**src/mhs_pkg.sv**
```systemverilog
`default_nettype none
package mhs_pkg;
    localparam int KEY_W      = 32;
    localparam int STATUS_W   = 3;
    localparam int OP_W       = 2;
    localparam int DEF_CAPACITY = 64;

    localparam logic [OP_W-1:0] OP_LOAD     = 2'd0;
    localparam logic [OP_W-1:0] OP_INCREASE = 2'd1;
    localparam logic [OP_W-1:0] OP_SORT     = 2'd2;

    localparam logic [STATUS_W-1:0] ST_OK      = 3'd0;
    localparam logic [STATUS_W-1:0] ST_BAD_IDX = 3'd1;
    localparam logic [STATUS_W-1:0] ST_SMALLER = 3'd2;
    localparam logic [STATUS_W-1:0] ST_FULL    = 3'd3;
    localparam logic [STATUS_W-1:0] ST_EMPTY   = 3'd4;

    typedef logic signed [KEY_W-1:0] key_t;
endpackage
`default_nettype wire

```
**src/mhs_ram.sv**
```systemverilog
`default_nettype none
module mhs_ram #(
    parameter int WIDTH = 32,
    parameter int DEPTH = 64
) (
    input  wire                      clk,
    input  wire                      we,
    input  wire  [$clog2(DEPTH)-1:0] waddr,
    input  wire  [WIDTH-1:0]         wdata,
    input  wire  [$clog2(DEPTH)-1:0] raddr,
    output logic [WIDTH-1:0]         rdata
);
    logic [WIDTH-1:0] mem [DEPTH];

    always_ff @(posedge clk)
    begin
        if (we)
        begin
            mem[waddr] <= wdata;
        end
        rdata <= mem[raddr];
    end
endmodule
`default_nettype wire

```
**src/max_heap_sort_engine.sv**
```systemverilog
`default_nettype none
// Binary max-heap over up to CAPACITY signed 32-bit keys, kept in one
// single-port-read RAM and walked by a small sequencer with one key comparator.
// Each store read is registered (address, then registered read data), so
// a plain load only writes its key, while a final load, increase or sort
// runs heap build and sift steps, level by level, and a sort of N keys then
// emits every stored key as its own result beat.
// The input stall stays high until every result beat of an item has been taken.
module max_heap_sort_engine #(
    parameter int CAPACITY = mhs_pkg::DEF_CAPACITY
) (
    input  wire                         clk,
    input  wire                         rst_n,
    input  wire                         in_valid,
    output logic                        in_stall,
    input  wire  [mhs_pkg::OP_W-1:0]    opcode,
    input  wire  mhs_pkg::key_t         key_value,
    input  wire  [5:0]                  slot_index,
    input  wire                         final_load,
    output logic                        out_valid,
    input  wire                         out_stall,
    output mhs_pkg::key_t               result_value,
    output logic [mhs_pkg::STATUS_W-1:0] status,
    output logic                        end_of_run
);
    import mhs_pkg::*;

    localparam int AW = $clog2(CAPACITY);
    localparam int CW = AW + 1;
    localparam logic [CW-1:0] CAP = CW'(CAPACITY);

    localparam logic [4:0] S_IDLE  = 5'd0;
    localparam logic [4:0] S_BUILD = 5'd1;  // pick next build node
    localparam logic [4:0] S_SD_P  = 5'd2;  // read parent
    localparam logic [4:0] S_SD_L  = 5'd3;
    localparam logic [4:0] S_SD_R  = 5'd4;
    localparam logic [4:0] S_SD_D  = 5'd5;  // decide
    localparam logic [4:0] S_SD_W1 = 5'd6;
    localparam logic [4:0] S_SD_W2 = 5'd7;
    localparam logic [4:0] S_AFTER = 5'd8;  // heap ready, dispatch op
    localparam logic [4:0] S_IN_CK = 5'd10;
    localparam logic [4:0] S_UP_RD = 5'd11;
    localparam logic [4:0] S_UP_CK = 5'd12;
    localparam logic [4:0] S_MAXRD = 5'd14;
    localparam logic [4:0] S_MAXW  = 5'd15;
    localparam logic [4:0] S_SO_LR = 5'd16; // read last
    localparam logic [4:0] S_SO_W  = 5'd17;
    localparam logic [4:0] S_EM_RD = 5'd18;
    localparam logic [4:0] S_EM_W  = 5'd19;
    localparam logic [4:0] S_OUT   = 5'd20;
    localparam logic [4:0] S_SO_0R = 5'd21; // read root

    logic [4:0]    state_reg, state_next;
    logic [CW-1:0] count_reg, count_next;
    logic          ordered_reg, ordered_next;
    logic [OP_W-1:0] op_reg, op_next;
    key_t          key_reg, key_next;
    logic [5:0]    slot_reg, slot_next;
    logic [CW-1:0] build_reg, build_next;   // nodes still to sift in build
    logic [CW-1:0] size_reg, size_next;     // sift-down heap size
    logic [CW-1:0] pos_reg, pos_next;
    logic [CW-1:0] top_reg, top_next;
    key_t          pk_reg, pk_next;         // key at pos
    key_t          tk_reg, tk_next;         // key of current top
    key_t          hold_reg, hold_next;
    logic [CW-1:0] emi_reg, emi_next;
    key_t          res_reg, res_next;
    logic [STATUS_W-1:0] st_reg, st_next;
    logic          eor_reg, eor_next;
    logic          ov_reg, ov_next;

    logic          we;
    logic [AW-1:0] waddr, raddr;
    key_t          wdata;
    logic [KEY_W-1:0] rdata;
    key_t          rkey;

    logic [CW:0]   left_w, right_w, par_w;

    key_t          cmp_a, cmp_b;
    logic          cmp_gt;

    mhs_ram #(.WIDTH(KEY_W), .DEPTH(CAPACITY)) u_store (
        .clk(clk), .we(we), .waddr(waddr), .wdata(wdata),
        .raddr(raddr), .rdata(rdata)
    );

    assign rkey         = key_t'(rdata);
    assign in_stall     = (state_reg != S_IDLE) || ov_reg;
    assign out_valid    = ov_reg;
    assign result_value = res_reg;
    assign status       = st_reg;
    assign end_of_run   = eor_reg;
    assign left_w       = {pos_reg, 1'b1};
    assign right_w      = {pos_reg, 1'b0} + (CW+1)'(2);
    assign par_w        = (CW+1)'(pos_reg - CW'(1)) >> 1;

    // the one signed comparator, operands picked by state
    always_comb
    begin
        case (state_reg)
            S_IN_CK:
            begin
                cmp_a = rkey;
                cmp_b = key_reg;
            end
            S_UP_CK:
            begin
                cmp_a = key_reg;
                cmp_b = rkey;
            end
            default:
            begin
                cmp_a = rkey;
                cmp_b = tk_reg;
            end
        endcase
    end

    assign cmp_gt = (cmp_a > cmp_b);

    always_comb
    begin
        state_next   = state_reg;
        count_next   = count_reg;
        ordered_next = ordered_reg;
        op_next      = op_reg;
        key_next     = key_reg;
        slot_next    = slot_reg;
        build_next   = build_reg;
        size_next    = size_reg;
        pos_next     = pos_reg;
        top_next     = top_reg;
        pk_next      = pk_reg;
        tk_next      = tk_reg;
        hold_next    = hold_reg;
        emi_next     = emi_reg;
        res_next     = res_reg;
        st_next      = st_reg;
        eor_next     = eor_reg;
        ov_next      = ov_reg;
        we           = 1'b0;
        waddr        = '0;
        wdata        = key_reg;
        raddr        = '0;
        if (ov_reg && !out_stall)
        begin
            ov_next = 1'b0;
        end
        case (state_reg)
            S_IDLE:
            begin
                if (in_valid && !in_stall)
                begin
                    op_next   = opcode;
                    key_next  = key_value;
                    slot_next = slot_index;
                    case (opcode)
                        OP_LOAD:
                        begin
                            if (count_reg >= CAP)
                            begin
                                res_next = '0; st_next = ST_FULL; eor_next = 1'b1;
                                state_next = S_OUT;
                            end
                            else
                            begin
                                we = 1'b1;
                                waddr = AW'(count_reg);
                                wdata = key_value;
                                count_next = count_reg + CW'(1);
                                ordered_next = 1'b0;
                                if (final_load)
                                begin
                                    build_next = (count_reg + CW'(1)) >> 1;
                                    state_next = S_BUILD;
                                end
                            end
                        end
                        OP_INCREASE, OP_SORT:
                        begin
                            if (count_reg == '0)
                            begin
                                res_next = '0; st_next = ST_EMPTY; eor_next = 1'b1;
                                state_next = S_OUT;
                            end
                            else if (ordered_reg)
                            begin
                                state_next = S_AFTER;
                            end
                            else
                            begin
                                build_next = count_reg >> 1;
                                state_next = S_BUILD;
                            end
                        end
                        default:
                        begin
                        end
                    endcase
                end
            end
            S_BUILD:
            begin
                if (build_reg == '0)
                begin
                    ordered_next = 1'b1;
                    state_next = S_AFTER;
                end
                else
                begin
                    pos_next  = build_reg - CW'(1);
                    build_next = build_reg - CW'(1);
                    size_next = count_reg;
                    raddr = AW'(build_reg - CW'(1));
                    state_next = S_SD_P;
                end
            end
            S_SD_P:
            begin
                // data for pos arrives now, issue left read
                pk_next = rkey;
                tk_next = rkey;
                top_next = pos_reg;
                if (left_w < (CW+1)'(size_reg))
                begin
                    raddr = AW'(left_w);
                    state_next = S_SD_L;
                end
                else
                begin
                    state_next = S_SD_D;
                end
            end
            S_SD_L:
            begin
                if (cmp_gt)
                begin
                    tk_next = rkey;
                    top_next = CW'(left_w);
                end
                if (right_w < (CW+1)'(size_reg))
                begin
                    raddr = AW'(right_w);
                    state_next = S_SD_R;
                end
                else
                begin
                    state_next = S_SD_D;
                end
            end
            S_SD_R:
            begin
                if (cmp_gt)
                begin
                    tk_next = rkey;
                    top_next = CW'(right_w);
                end
                state_next = S_SD_D;
            end
            S_SD_D:
            begin
                if (top_reg == pos_reg)
                begin
                    state_next = (op_reg == OP_SORT && ordered_reg) ? S_SO_LR : S_BUILD;
                end
                else
                begin
                    we = 1'b1; waddr = AW'(pos_reg); wdata = tk_reg;
                    state_next = S_SD_W1;
                end
            end
            S_SD_W1:
            begin
                we = 1'b1; waddr = AW'(top_reg); wdata = pk_reg;
                pos_next = top_reg;
                state_next = S_SD_W2;
            end
            S_SD_W2:
            begin
                raddr = AW'(pos_reg);
                state_next = S_SD_P;
            end
            S_AFTER:
            begin
                if (op_reg == OP_INCREASE)
                begin
                    if ({1'b0, slot_reg} >= 7'(count_reg))
                    begin
                        st_next = ST_BAD_IDX;
                        state_next = S_MAXRD;
                    end
                    else
                    begin
                        raddr = AW'(slot_reg);
                        state_next = S_IN_CK;
                    end
                end
                else if (op_reg == OP_SORT)
                begin
                    size_next = count_reg;
                    state_next = S_SO_LR;
                end
                else
                begin
                    st_next = ST_OK;
                    state_next = S_MAXRD;
                end
            end
            S_IN_CK:
            begin
                if (cmp_gt)
                begin
                    st_next = ST_SMALLER;
                    state_next = S_MAXRD;
                end
                else
                begin
                    pos_next = CW'(slot_reg);
                    state_next = S_UP_RD;
                end
            end
            S_UP_RD:
            begin
                if (pos_reg == '0)
                begin
                    we = 1'b1; waddr = '0; wdata = key_reg;
                    st_next = ST_OK;
                    state_next = S_MAXRD;
                end
                else
                begin
                    raddr = AW'(par_w);
                    state_next = S_UP_CK;
                end
            end
            S_UP_CK:
            begin
                if (cmp_gt)
                begin
                    we = 1'b1; waddr = AW'(pos_reg); wdata = rkey;
                    pos_next = CW'(par_w);
                    state_next = S_UP_RD;
                end
                else
                begin
                    we = 1'b1; waddr = AW'(pos_reg); wdata = key_reg;
                    st_next = ST_OK;
                    state_next = S_MAXRD;
                end
            end
            S_MAXRD:
            begin
                raddr = '0;
                state_next = S_MAXW;
            end
            S_MAXW:
            begin
                res_next = rkey; eor_next = 1'b1;
                state_next = S_OUT;
            end
            S_SO_LR:
            begin
                // heapsort step: swap root with last of current size
                if (size_reg <= CW'(1))
                begin
                    emi_next = '0;
                    state_next = S_EM_RD;
                end
                else
                begin
                    raddr = AW'(size_reg - CW'(1));
                    state_next = S_SO_0R;
                end
            end
            S_SO_0R:
            begin
                hold_next = rkey;
                raddr = '0;
                state_next = S_SO_W;
            end
            S_SO_W:
            begin
                we = 1'b1; waddr = AW'(size_reg - CW'(1)); wdata = rkey;
                pk_next = hold_reg;
                size_next = size_reg - CW'(1);
                pos_next = '0;
                // root gets the old last key next, in S_SD_W1
                state_next = S_SD_W1;
                top_next = '0;
            end
            S_EM_RD:
            begin
                raddr = AW'(emi_reg);
                state_next = S_EM_W;
            end
            S_EM_W:
            begin
                if (!ov_reg || !out_stall)
                begin
                    ov_next = 1'b1;
                    res_next = rkey; st_next = ST_OK;
                    eor_next = (emi_reg + CW'(1) == count_reg);
                    emi_next = emi_reg + CW'(1);
                    if (emi_reg + CW'(1) == count_reg)
                    begin
                        count_next = '0;
                        ordered_next = 1'b0;
                        state_next = S_IDLE;
                    end
                    else
                    begin
                        state_next = S_EM_RD;
                    end
                end
                else
                begin
                    raddr = AW'(emi_reg);
                end
            end
            S_OUT:
            begin
                if (!ov_reg || !out_stall)
                begin
                    ov_next = 1'b1;
                    state_next = S_IDLE;
                end
            end
            default:
            begin
                state_next = S_IDLE;
            end
        endcase
    end

    always_ff @(posedge clk or negedge rst_n)
    begin
        if (!rst_n)
        begin
            state_reg   <= S_IDLE;
            count_reg   <= '0;
            ordered_reg <= 1'b0;
            ov_reg      <= 1'b0;
        end
        else
        begin
            state_reg   <= state_next;
            count_reg   <= count_next;
            ordered_reg <= ordered_next;
            ov_reg      <= ov_next;
        end
    end

    always_ff @(posedge clk)
    begin
        op_reg   <= op_next;
        key_reg  <= key_next;
        slot_reg <= slot_next;
        build_reg <= build_next;
        size_reg <= size_next;
        pos_reg  <= pos_next;
        top_reg  <= top_next;
        pk_reg   <= pk_next;
        tk_reg   <= tk_next;
        hold_reg <= hold_next;
        emi_reg  <= emi_next;
        res_reg  <= res_next;
        st_reg   <= st_next;
        eor_reg  <= eor_next;
    end

`ifndef ASSERT_OFF
    a_count_cap: assert property (@(posedge clk) disable iff (!rst_n)
        count_reg <= CAP) else $error("entry count above capacity");
    a_out_hold: assert property (@(posedge clk) disable iff (!rst_n)
        ov_reg && out_stall |=> ov_reg && $stable(res_reg))
        else $error("stalled result changed");
    a_idle_ready: assert property (@(posedge clk) disable iff (!rst_n)
        !in_stall |-> state_reg == S_IDLE) else $error("ready outside idle");
    a_sort_empty: assert property (@(posedge clk) disable iff (!rst_n)
        state_reg == S_EM_W && state_next == S_IDLE |=> count_reg == '0)
        else $error("store not emptied after sort");
`endif
endmodule
`default_nettype wire
```
**config.mk**
```make
export PLATFORM = sky130hd
export DESIGN_NAME = max_heap_sort_engine
export DESIGN_NICKNAME = d
export VERILOG_FILES = /design/src/mhs_pkg.sv /design/src/mhs_ram.sv /design/src/max_heap_sort_engine.sv
export SDC_FILE = /design/constraint.sdc
export NUM_CORES = 2
export LEC_CHECK = 0
export BUFFER_PORTS_ARGS = -buffer_cell sky130_fd_sc_hd__buf_2
export CAP_MARGIN = 10
export CORE_UTILIZATION = 35
export CTS_BUF_LIST = sky130_fd_sc_hd__clkbuf_4 sky130_fd_sc_hd__clkbuf_8
export DETAILED_ROUTE_END_ITERATION = 12
export SYNTH_ARGS = -nofsm -noshare
export SYNTH_HDL_FRONTEND = slang
export SYNTH_SLANG_ARGS = --single-unit
```
**constraint.sdc**
```tcl
create_clock -name clk -period 7.2 [get_ports clk]
set_clock_uncertainty 0.05 [all_clocks]
set_input_delay 0.72 -clock clk [delete_from_list [all_inputs] [get_ports clk]]
set_output_delay 0.72 -clock clk [all_outputs]
set_load 0.005 [all_outputs]
```
==> metrics.md <==
| Metric | Value |
|---|---|
| Status | finished clean |
| Crit. End Element | flop |
| Arr. time, crit path | 7.30 ns |
| Hold buffers post-CTS | 41 |
| Resize count post-CTS | 0 |
| CTS Buf Count | 376 |
| Routed len/inst | 30.43 µm |
| Area leader, netlist | edfxtp_1 |
| H-Tree Depth | 5 |
| Synth Instances | 6264 |
| Multi-input logic area | 23580 µm² |
| GP Congestion | 0.9455 |
| Clock root buffer master | clkbuf_8 |
| Area Overhead vs Synth | 15.08% |
| Antenna viol nets, final | 0 |
| Ys flop type | edfxtp_1 |
| CTS tree | built |
| Data required, critical path | 8.15 ns |
| Synth Net Count | 6370 |
| EDFF count, synth | 2255 |
| Global-route wire length before repair | 444400 µm |
| Overflow after GRT | 0 |
| Critical path type | flop to flop |
| Clock Pin Slew Worst Setup and Hold Paths | 0.07 ns |
| Tot GR Track Use | 23.03% |
| Synth cell count leaders | edfxtp_1, nand2_1, nand3_1 |
| Initial antenna violation count | 9 |
| Max reg flops | 2048 |
| Startpoint types | flop |
| Mean area per synthesized cell | 14.95 µm² |
| Largest net degree at the start of global routing | 106 |
| Asr flop ratio synth | 0.6084% |
| DIE WIDTH | 519.3 µm |
| Die Y | 519.3 µm |
| Count leader, synth | edfxtp_1 |
| Vias post-DR | 61122 |
| Top cell type's share of synthesized area | 72.29% |
| Vias in the first global route | 58266 |
| Worst hold-check path type | input port to asynchronous set/reset pin |
| # IOs | 83 |
| Slew margin rel. | 11.16% |
| Worst-Margin Slew | 1.333 ns |
| Register area | 68710 µm² |
| # nets final | 6744 |
| Register area share after synthesis | 73.35% |
| Tcrit/Tclk final | 88.25% |
| DRC viols | 0 |
| Hold Fails Final Rpt | 0 |
| Longest Clk Path Bufs | 4 |
| HPWL after detailed placement | 185900 µm |
| Leak | 35.88 nW |
| Synth top area cells | edfxtp_1, nand2_1, mux4_2 |
| Cells on worst reg2reg path | 16 |
| Max cap viols | 0 |
| Synth Register Bits | 2301 |
| Register-to-register setup slack | 0.85 ns |
| IO buf count | 82 |
| Layout cell share with drive strength beyond 1 | 18.59% |
| Count of cell types in the netlist | 88 |
| Fmax | 0.1574 GHz |
| Critical R2R Launch | pos_reg[2] |
| Final Util | 40.59% |
| Row count | 189 |
| # Post-CTS Setup Buffers | 0 |
| Final wirelength | 318300 µm |
| Starting Density | 35.27% |
| Total die area | 269700 µm² |
| Worst vdd ir | 0.0004058 V |
| Top reg by flops | u_store.mem |
| Drt pass-1 iters | 8 |
| Post-synthesis cell area | 93660 µm² |
| Worst-skew pair later-pin latency | 1.12 ns |
| FF-to-FF End | u_store.rdata[10] |
| Setup violations, final | 0 |
| Fill cell count | 23964 |
| Core footprint | 265600 µm² |
| Minimum clock period after layout | 6.354 ns |
| Setup_tns | 0 ns |
| Iteration-0 DRC count of the detailed router | 10076 |
| Drt via density | 5.843 |
| Pwr/cell area | 448.2 nW/µm² |
| Synthesis warning total | 0 |
| RSZ-0062 raised after global routing | false |
| Max-slew violation count | 0 |
| Clock sinks | 2301 |
| CP max FO | 57 |
## report_power, final
part           switching [W]  leakage [nW]  internal [W]
clock network        0.00520          3.89       0.00613
logic                 0.0131          11.2       0.00546
registers           0.000796          20.8        0.0176
total                 0.0191          35.9        0.0292
## cell families after synthesis
| family | Yosys count | share of synthesized area (%) |
|---|---|---|
| muxes | 281 | 5.168 |
| DFF | 2301 | 73.35 |
| and+or+nand+nor | 2040 | 9.634 |
| xor gates and xnor gates | 43 | 0.4021 |
| buffers and inverters | 451 | 2.235 |
| adders and majority gates | 61 | 0.8149 |
| AOI/OAI and AO/OA | 1087 | 8.393 |
## worst max path at each step
stage / depth (start not counted) / end / from
final: 16 / u_store.rdata[10] / pos_reg[2]
after detailed placement: 13 / u_store.mem[46][12] / state_reg[3]
after global placement: 13 / u_store.mem[44][12] / state_reg[3]
after floorplan: 20 / u_store.mem[0][0] / state_reg[1]
after CTS: 13 / u_store.mem[8][12] / state_reg[3]
after global routing: 14 / u_store.mem[8][22] / state_reg[3]
## layer usage
metal / GRT usage [%] / wire length (µm) / vias to the layer above
met5: 0 / 28 / -
met2: 34.76 / 142100 / 4120
met4: 9.900 / 13960 / 4
met3: 5.239 / 36890 / 627
met1: 31.84 / 125300 / 31133
li1: - / - / 25238
## worst max-delay path, stage by stage (launching register included)
cell,delay (ns)
edfxtp_1,0.88
nand3_1,0.38
xnor2_1,0.40
ha_1,0.31
a21o_1,0.16
a21oi_1,0.15
nand3_1,0.14
or4_2,0.69
nand2_8,0.43
buf_12,0.42
buf_12,0.26
buf_4,0.24
a211oi_1,0.10
a311oi_1,0.34
a21oi_1,0.07
o221ai_1,0.86
o21a_1,0.22
## through the flow
| stage | area (µm²) | instances | hold WS, ns | total power [W] | worst slack (ns) |
|---|---|---|---|---|---|
| 3_5_place_dp | 99830 | 9742 | 0.4476 | 0.03668 | 0.9352 |
| 3_3_place_gp | 99830 | 9742 | 0.4375 | 0.03651 | 0.9590 |
| 2_1_floorplan | 93660 | 6264 | 0.3744 | 0.02894 | 1.705 |
| 4_1_cts | 107600 | 10442 | 0.02614 | 0.04790 | 0.9106 |
| 5_1_grt | 107800 | 10459 | 0.1088 | 0.04985 | 0.5012 |
| 6_report | 107800 | 10461 | 0.1171 | 0.04832 | 0.8463 |
## layout make-up
cell class              count  area share, %
flip-flops and latches   2301          63.74
multi-input cells        3512          21.88
clock buffers             543          6.103
well taps                3533          4.101
repair buffers            412          3.357
clock inverters           116         0.6744
inverters                  35         0.1219
diodes                      9        0.02089
## layout by cell type, fill, tap and decap left out, types with 28 or more instances in the layout
cell and n:
edfxtp_1 2255, nand2_1 1189, clkbuf_8 400, nand3_1 355, a21oi_1 268, buf_4 240
and3_1 184, mux4_2 162, clkbuf_4 143, mux2i_1 118, o21ai_0 104, nor2_1 91
a311oi_1 83, buf_2 82, a31oi_1 72, nor2_4 71, clkinv_1 71, a221oi_1 62
a211oi_1 61, ha_1 61, buf_12 47, dlygate4sd3_1 41, a222oi_1 37, inv_1 34
o22ai_1 33, a221o_2 33, nor3_1 32, a22o_1 32, o211ai_1 32, dfxtp_1 32
a22oi_1 29, xnor2_1 28, clkinv_2 28
(Power assumes the default switching activity.)
